### src/hdl/tsb_pkg.sv
// Shared types, codes and tables for the two-layer sprite blitter.
// No dependencies. Used by tsb_pixel_gen and two_layer_sprite_blitter_top, and by the checker and testbench.
package tsb_pkg;

	localparam int MAX_WIDTH_DEF  = 512;
	localparam int MAX_HEIGHT_DEF = 512;

	localparam logic [2:0] FN_PLOT  = 3'd0;
	localparam logic [2:0] FN_BLIT  = 3'd1;
	localparam logic [2:0] FN_CLEAR = 3'd2;
	localparam logic [2:0] FN_READ  = 3'd3;
	localparam logic [2:0] FN_ACK   = 3'd4;

	localparam logic [2:0] CFG_WIDTH  = 3'd0;
	localparam logic [2:0] CFG_HEIGHT = 3'd1;
	localparam logic [2:0] CFG_RED    = 3'd2;
	localparam logic [2:0] CFG_GREEN  = 3'd3;
	localparam logic [2:0] CFG_BLUE   = 3'd4;

	typedef struct packed {
		logic [2:0]  func;
		logic        layer_select;
		logic [15:0] x_pos;
		logic [15:0] y_pos;
		logic [63:0] sprite_plane_low;
		logic [63:0] sprite_plane_high;
		logic [3:0]  color;
		logic        flip_x;
		logic        flip_y;
		logic        two_bpp;
	} req_t;

	typedef struct packed {
		logic [3:0]  composed_index;
		logic [11:0] pixel_rgb;
		logic        fg_changed;
		logic        bg_changed;
	} rsp_t;

	typedef struct packed {
		logic       paint;
		logic       onscreen;
		logic [1:0] val;
	} pix_t;

	localparam logic [1:0] BLEND_TAB [5][16] = '{
		'{2'd0, 2'd0, 2'd0, 2'd0, 2'd1, 2'd0, 2'd1, 2'd1,
		  2'd2, 2'd2, 2'd0, 2'd2, 2'd3, 2'd3, 2'd3, 2'd0},
		'{2'd0, 2'd1, 2'd2, 2'd3, 2'd0, 2'd1, 2'd2, 2'd3,
		  2'd0, 2'd1, 2'd2, 2'd3, 2'd0, 2'd1, 2'd2, 2'd3},
		'{2'd1, 2'd2, 2'd3, 2'd1, 2'd1, 2'd2, 2'd3, 2'd1,
		  2'd1, 2'd2, 2'd3, 2'd1, 2'd1, 2'd2, 2'd3, 2'd1},
		'{2'd2, 2'd3, 2'd1, 2'd2, 2'd2, 2'd3, 2'd1, 2'd2,
		  2'd2, 2'd3, 2'd1, 2'd2, 2'd2, 2'd3, 2'd1, 2'd2},
		'{2'd1, 2'd1, 2'd1, 2'd1, 2'd1, 2'd0, 2'd1, 2'd1,
		  2'd1, 2'd1, 2'd0, 2'd1, 2'd1, 2'd1, 2'd1, 2'd0}
	};

endpackage

### src/hdl/tsb_pixel_gen.sv
// Maps one request and a sprite pixel counter to a layer address, value and flags.
// Depends on tsb_pkg.
module tsb_pixel_gen #(
	parameter int AW = 18
) (
	input  tsb_pkg::req_t  req,
	input  logic [5:0]     cnt,
	input  logic [9:0]     w_eff,
	input  logic [9:0]     h_eff,
	output tsb_pkg::pix_t  pix,
	output logic [AW-1:0]  addr
);

	logic [2:0]  row;
	logic [2:0]  col;
	logic [5:0]  bit_idx;
	logic [1:0]  ch;
	logic [15:0] px;
	logic [15:0] py;
	logic [19:0] prod;
	logic [20:0] sum;
	logic        blit;

	always_comb begin
		blit    = (req.func == tsb_pkg::FN_BLIT);
		row     = cnt[5:3];
		col     = cnt[2:0];
		bit_idx = {row, ~col};
		ch      = {req.two_bpp & req.sprite_plane_high[bit_idx], req.sprite_plane_low[bit_idx]};
		if (blit) begin
			px = req.x_pos + {13'd0, req.flip_x ? ~col : col};
			py = req.y_pos + {13'd0, req.flip_y ? ~row : row};
			pix.val   = tsb_pkg::BLEND_TAB[ch][req.color];
			pix.paint = (tsb_pkg::BLEND_TAB[4][req.color] != 2'd0) || (ch != 2'd0);
		end else begin
			px = req.x_pos;
			py = req.y_pos;
			pix.val   = req.color[1:0];
			pix.paint = 1'b1;
		end
		pix.onscreen = (px < {6'd0, w_eff}) && (py < {6'd0, h_eff});
		prod = py[9:0] * w_eff;
		sum  = {1'b0, prod} + {11'd0, px[9:0]};
		addr = AW'(sum);
	end

endmodule

### config.mk
export PLATFORM = sky130hd
export DESIGN_NAME = tsb_pixel_gen
export DESIGN_NICKNAME = d
export VERILOG_FILES = /design/src/hdl/tsb_pkg.sv /design/src/hdl/tsb_pixel_gen.sv
export SDC_FILE = /design/constraint.sdc
export NUM_CORES = 1
export LEC_CHECK = 0
export BUFFER_PORTS_ARGS = -buffer_cell sky130_fd_sc_hd__buf_2
export CORE_ASPECT_RATIO = 1.25
export CORE_UTILIZATION = 41
export DETAILED_ROUTE_END_ITERATION = 16
export PLACE_DENSITY = 0.68
export SYNTH_ARGS = -nofsm -noshare
export SYNTH_HDL_FRONTEND = slang
export SYNTH_SLANG_ARGS = --single-unit
### constraint.sdc
create_clock -name vclk -period 11.95
set_input_delay 2.39 -clock vclk [all_inputs]
set_output_delay 2.39 -clock vclk [all_outputs]
set_load 0.01 [all_outputs]
==> results of run 1 <==
power by group through the flow:
stage	clock, uW	combinational (uW)	sequential, uW
floorplan	0	871	0
global placement	0	1200	0
detailed placement	0	1210	0
CTS	0	1220	0
global route	0.0000112	1360	0
finish	0.0000112	1210	0
cell usage after synthesis, types with 6 or more instances:
| cell type | n | area share (%) |
|---|---|---|
| inv_1 | 139 | 8.4 |
| nand2_1 | 87 | 5.3 |
| ha_1 | 80 | 16 |
| fa_1 | 73 | 24 |
| nor2_1 | 51 | 3.1 |
| and2_1 | 28 | 2.8 |
| xnor2_1 | 26 | 3.7 |
| a21oi_1 | 19 | 1.5 |
| clkbuf_1 | 19 | 1.1 |
| mux2i_1 | 19 | 3.1 |
| mux4_2 | 19 | 6.9 |
| nand3_1 | 18 | 1.5 |
| o21ai_0 | 16 | 1.3 |
| xor2_1 | 16 | 2.3 |
| nand4_1 | 11 | 1.1 |
| a21o_1 | 10 | 1.2 |
| mux4_1 | 9 | 3.8 |
| nor3_1 | 9 | 0.73 |
| a211oi_1 | 7 | 0.85 |
| a31oi_1 | 7 | 0.71 |
| nor2b_1 | 7 | 0.71 |
| and3_1 | 6 | 0.60 |
| o211ai_1 | 6 | 0.73 |
layer usage:
metal,vias to the layer above,GRT usage [%]
met3,24,2.091
met2,201,45.21
met4,0,5.614
met5,-,0
li1,2906,-
met1,2801,25.71
worst max-delay path by stage:
stage,to,cells after the start
3_3_place_gp,addr[17],26
2_1_floorplan,addr[17],25
4_1_cts,addr[17],26
5_1_grt,addr[17],25
6_report,addr[17],26
3_5_place_dp,addr[17],26
cell type report:
class              instances  area (um^2)
fillers                 1492         7109
multi-input cells        579         5539
repair buffers           232         1196
inverters                139        521.8
well taps                178        222.7
diodes                     1        2.502
stage by stage:
stage	power, uW	setup WS (ps)	instances	hold WS (ps)
final	1207	588.7	1129	5134
after global routing	1363	94.26	1129	5180
after CTS	1222	525.5	1128	5143
after detailed placement	1215	522.3	1128	5140
after global placement	1202	560.5	1128	5151
after floorplan	870.6	1250	747	4972
cell families (layout without fill, tap and decap cells):
kind of cell / after synthesis / in the layout / share of synthesized area (%)
adder cells (fa/ha/maj): 153 / 153 / 39.66
AND/OR/NAND/NOR: 239 / 239 / 18.64
XOR/XNOR: 43 / 43 / 6.187
AO/OA/AOI/OAI: 92 / 92 / 10.06
multiplexers: 52 / 52 / 14.67
other: 0 / 1 / 0
buffers and inverters: 168 / 371 / 10.78
==> impl_metrics.env, run 1 <==
export IMPL_status="finished with violations"
export IMPL_violations="design-rule violations"
export IMPL_layout_commonest_cell="buf_2"
export IMPL_grt_max_degree=38
export IMPL_worstPathRequired_ps=9560
export IMPL_ys_warn_count=0
export IMPL_nClkBuffers=0
export IMPL_maxSlewHeadroom_pct=33.79
export IMPL_min_from="req[169]"
export IMPL_overflow=0
export IMPL_final_core_util_pct=51.28
export IMPL_post_cts_buffers=0
export IMPL_drtIter0Drc=179
export IMPL_grt_pass1_wl_um=28570
export IMPL_initial_core_util_pct=42.55
export IMPL_cap_viol_max_count=0
export IMPL_finalMaxSlewViolations=0
export IMPL_period_minus_slack_ps=11360
export IMPL_synthesis_nets=1097
export IMPL_hold_path_end="pix[3]"
export IMPL_timing_final_crit_share_pct=95.07
export IMPL_fmax_mhz=88.02
export IMPL_crit_arrival_ps=8970
export IMPL_syn_area_um2=6208
export IMPL_top_layer="met4"
export IMPL_min_path_type="in2out"
export IMPL_wl_met2_um=9610
export IMPL_power_internal_uw=555.2
export IMPL_crit_path_max_fanout=14
export IMPL_path_buf_inv=6
export IMPL_grt_util_all_layers_pct=22.79
export IMPL_antenna_found_initial=1
export IMPL_hold_viol_final=0
export IMPL_dieHeight_um=139.6
export IMPL_drc=4
export IMPL_synth_cell_types=59
export IMPL_avgSynthCellArea_um2=8.311
export IMPL_coreArea_um2=14590
export IMPL_die_x_um=112.1
export IMPL_power_density_nw_per_um2=161.3
export IMPL_cp_top_family="adder cells"
export IMPL_regArea_um2=0
export IMPL_grt_pass1_vias=6000
export IMPL_fin_nets=1302
export IMPL_critPathKind="in2out"
export IMPL_yosysSeqAreaShare_pct=0
export IMPL_die_area_um2=15640
export IMPL_layout_drive_gt1_share_pct=27.47
export IMPL_cts_resized=0
export IMPL_syn_inst=747
export IMPL_p_switching_uw=651.4
export IMPL_num_vias=5932
export IMPL_area_delta_synth_final_pct=20.52
export IMPL_worstSetupStartpoint="cnt[3]"
export IMPL_fin_area_um2=7482
export IMPL_flops_and_latches=0
export IMPL_hpwl_um=16130
export IMPL_tns_ps=0
export IMPL_post_dp_cell_area_um2=7480
export IMPL_seq_power_share_pct=0
export IMPL_max_stage_delay_ps=540
export IMPL_hold_buffers=0
export IMPL_routed_via_density=5.254
export IMPL_port_buffers=218
export IMPL_cp_common_cell="fa_1"
export IMPL_pwr_share_comb_pct=100.0
export IMPL_drtPass1Iterations=10
export IMPL_rsz0062_at_grt="false"
export IMPL_setup_viol=0
export IMPL_ant_nets=0
export IMPL_io_pins=219
export IMPL_ir_worst_vdd_uv=99.91
export IMPL_clock_power_share_pct=0
export IMPL_critPathCaptureType="primary output"
export IMPL_rows=49
export IMPL_gp_congestion=0.8837
export IMPL_worstSetupStartpointType="input port"
export IMPL_tightest_slew_ps=986.1
export IMPL_dr_wl_met3_um=920
export IMPL_leakage_uw=0.004042
export IMPL_layout_common_cells="buf_2, inv_1, nand2_1"
export IMPL_crit_slowest_cell="fa_1"
export IMPL_wl_met1_um=6996
export IMPL_switching_share_pct=53.99
export IMPL_worstHoldPathCells=4
export IMPL_wl_per_cell_um=15.94
export IMPL_wirelength_um=17990
No activity file was read; power rests on OpenSTA's default activity.
==> run 2: changes to the inputs <==
CORE_UTILIZATION = 40   (was 41)
PLACE_DENSITY = 0.66   (was 0.68)
clock period = 10.8 ns   (was 11.95 ns; I/O delays follow)
==> impl_metrics.env, run 2 (same netlist as run 1, synthesis figures left out) <==
export IMPL_status="finished, final reports clean"
export IMPL_critPathKind="in2out"
export IMPL_switching_share_pct=51.05
export IMPL_area_delta_synth_final_pct=23.48
export IMPL_tightest_slew_ps=917.1
export IMPL_cp_common_cell="fa_1"
export IMPL_layout_drive_gt1_share_pct=29.09
export IMPL_crit_path_max_fanout=6
export IMPL_worstPathRequired_ps=8640
export IMPL_timing_final_crit_share_pct=95.95
export IMPL_rows=50
export IMPL_coreArea_um2=15080
export IMPL_power_internal_uw=707.0
export IMPL_routed_via_density=5.140
export IMPL_rsz0062_at_grt="false"
export IMPL_layout_common_cells="buf_2, inv_1, nand2_1"
export IMPL_wl_per_cell_um=15.31
export IMPL_post_cts_buffers=0
export IMPL_finalPower_uw=1444
export IMPL_nClkBuffers=0
export IMPL_die_area_um2=16030
export IMPL_grt_util_all_layers_pct=22.33
export IMPL_critPathCaptureType="primary output"
export IMPL_cap_viol_max_count=0
export IMPL_fin_nets=1318
export IMPL_leakage_uw=0.004142
export IMPL_setup_viol=0
export IMPL_ir_worst_vdd_uv=118.0
export IMPL_hold_viol_final=0
export IMPL_cp_top_family="adder cells"
export IMPL_fmax_mhz=96.50
export IMPL_worstSetupStartpointType="input port"
export IMPL_ant_nets=0
export IMPL_power_density_nw_per_um2=188.4
export IMPL_path_buf_inv=8
export IMPL_io_pins=219
export IMPL_grt_pass1_wl_um=28710
export IMPL_overflow=0
export IMPL_fin_area_um2=7666
export IMPL_dp_slack_ps=133.1
export IMPL_antenna_found_initial=3
export IMPL_finalMaxSlewViolations=0
export IMPL_dieHeight_um=141.3
export IMPL_num_vias=6040
export IMPL_grt_max_degree=38
export IMPL_clock_power_share_pct=0
export IMPL_regArea_um2=0
export IMPL_max_stage_delay_ps=560
export IMPL_period_minus_slack_ps=10360
export IMPL_layout_commonest_cell="buf_2"
export IMPL_pwr_share_comb_pct=100.0
export IMPL_grt_pass1_vias=5964
export IMPL_gp_congestion=0.8860
export IMPL_port_buffers=218
export IMPL_crit_slowest_cell="fa_1"
export IMPL_maxSlewHeadroom_pct=38.44
export IMPL_flops_and_latches=0
export IMPL_die_x_um=113.4
export IMPL_drtPass1Iterations=4
export IMPL_initial_core_util_pct=41.18
export IMPL_drc=0
export IMPL_seq_power_share_pct=0
export IMPL_drtIter0Drc=225
export IMPL_hold_ws_ps=4791
export IMPL_wirelength_um=17990
export IMPL_p_switching_uw=737.2
export IMPL_min_path_type="in2out"
export IMPL_crit_arrival_ps=8200
export IMPL_worst_slack_ps=437.3
export IMPL_hpwl_um=16230
export IMPL_post_dp_cell_area_um2=7637
export IMPL_tns_ps=0
-- run 2: changes by cell type in the layout (fill, tap and decap cells not counted) --
cell,before,now
a21oi_1,19,18
buf_4,14,30
o41ai_2,0,1
o41ai_1,1,0
xnor2_2,1,3
a21oi_2,0,1
xnor2_1,26,24
-- run 2: worst paths after layout --
path | from | end | slack [ps] | cells past startpoint
worst max-delay path | req[1] | addr[17] | 440 | 28
worst min-delay path | req[5] | pix[3] | 4790 | 4
-- run 2: power by group through the flow --
stage	combinational, uW	sequential [uW]	clock, uW
2_1_floorplan	963	0	0
3_3_place_gp	1440	0	0
3_5_place_dp	1450	0	0
4_1_cts	1460	0	0
5_1_grt	1650	0	0.0000124
6_report	1440	0	0.0000124
-- run 2: area by class of cell --
class | instances | area [um^2]
inverters | 139 | 521.8
repair buffers | 248 | 1316
multi-input cells | 579 | 5565
diodes | 1 | 2.502
well taps | 208 | 260.3
fillers | 1487 | 7411
-- run 2: per-stage QoR --
| step | std cells | util [%] |
|---|---|---|
| final | 1175 | 50.85 |
| after CTS | 1174 | 50.66 |
| after global placement | 1174 | 50.66 |
| after detailed placement | 1174 | 50.66 |
| after floorplan | 747 | - |
| after global routing | 1175 | 50.85 |
-- run 2: what timing repair did --
action | CTS | global route
hold buffers | 0 | 0
gates resized for setup | 0 | 4
setup endpoints to repair | 0 | 2
endpoints found under the hold margin | 0 | 0
-- run 2: routing by layer --
| metal | track usage [%] | share of wire, % |
|---|---|---|
| met5 | 0 | 0.056 |
| met4 | 3.324 | 2.2 |
| met3 | 3.033 | 6.0 |
| met2 | 44.46 | 54 |
| met1 | 25.35 | 38 |
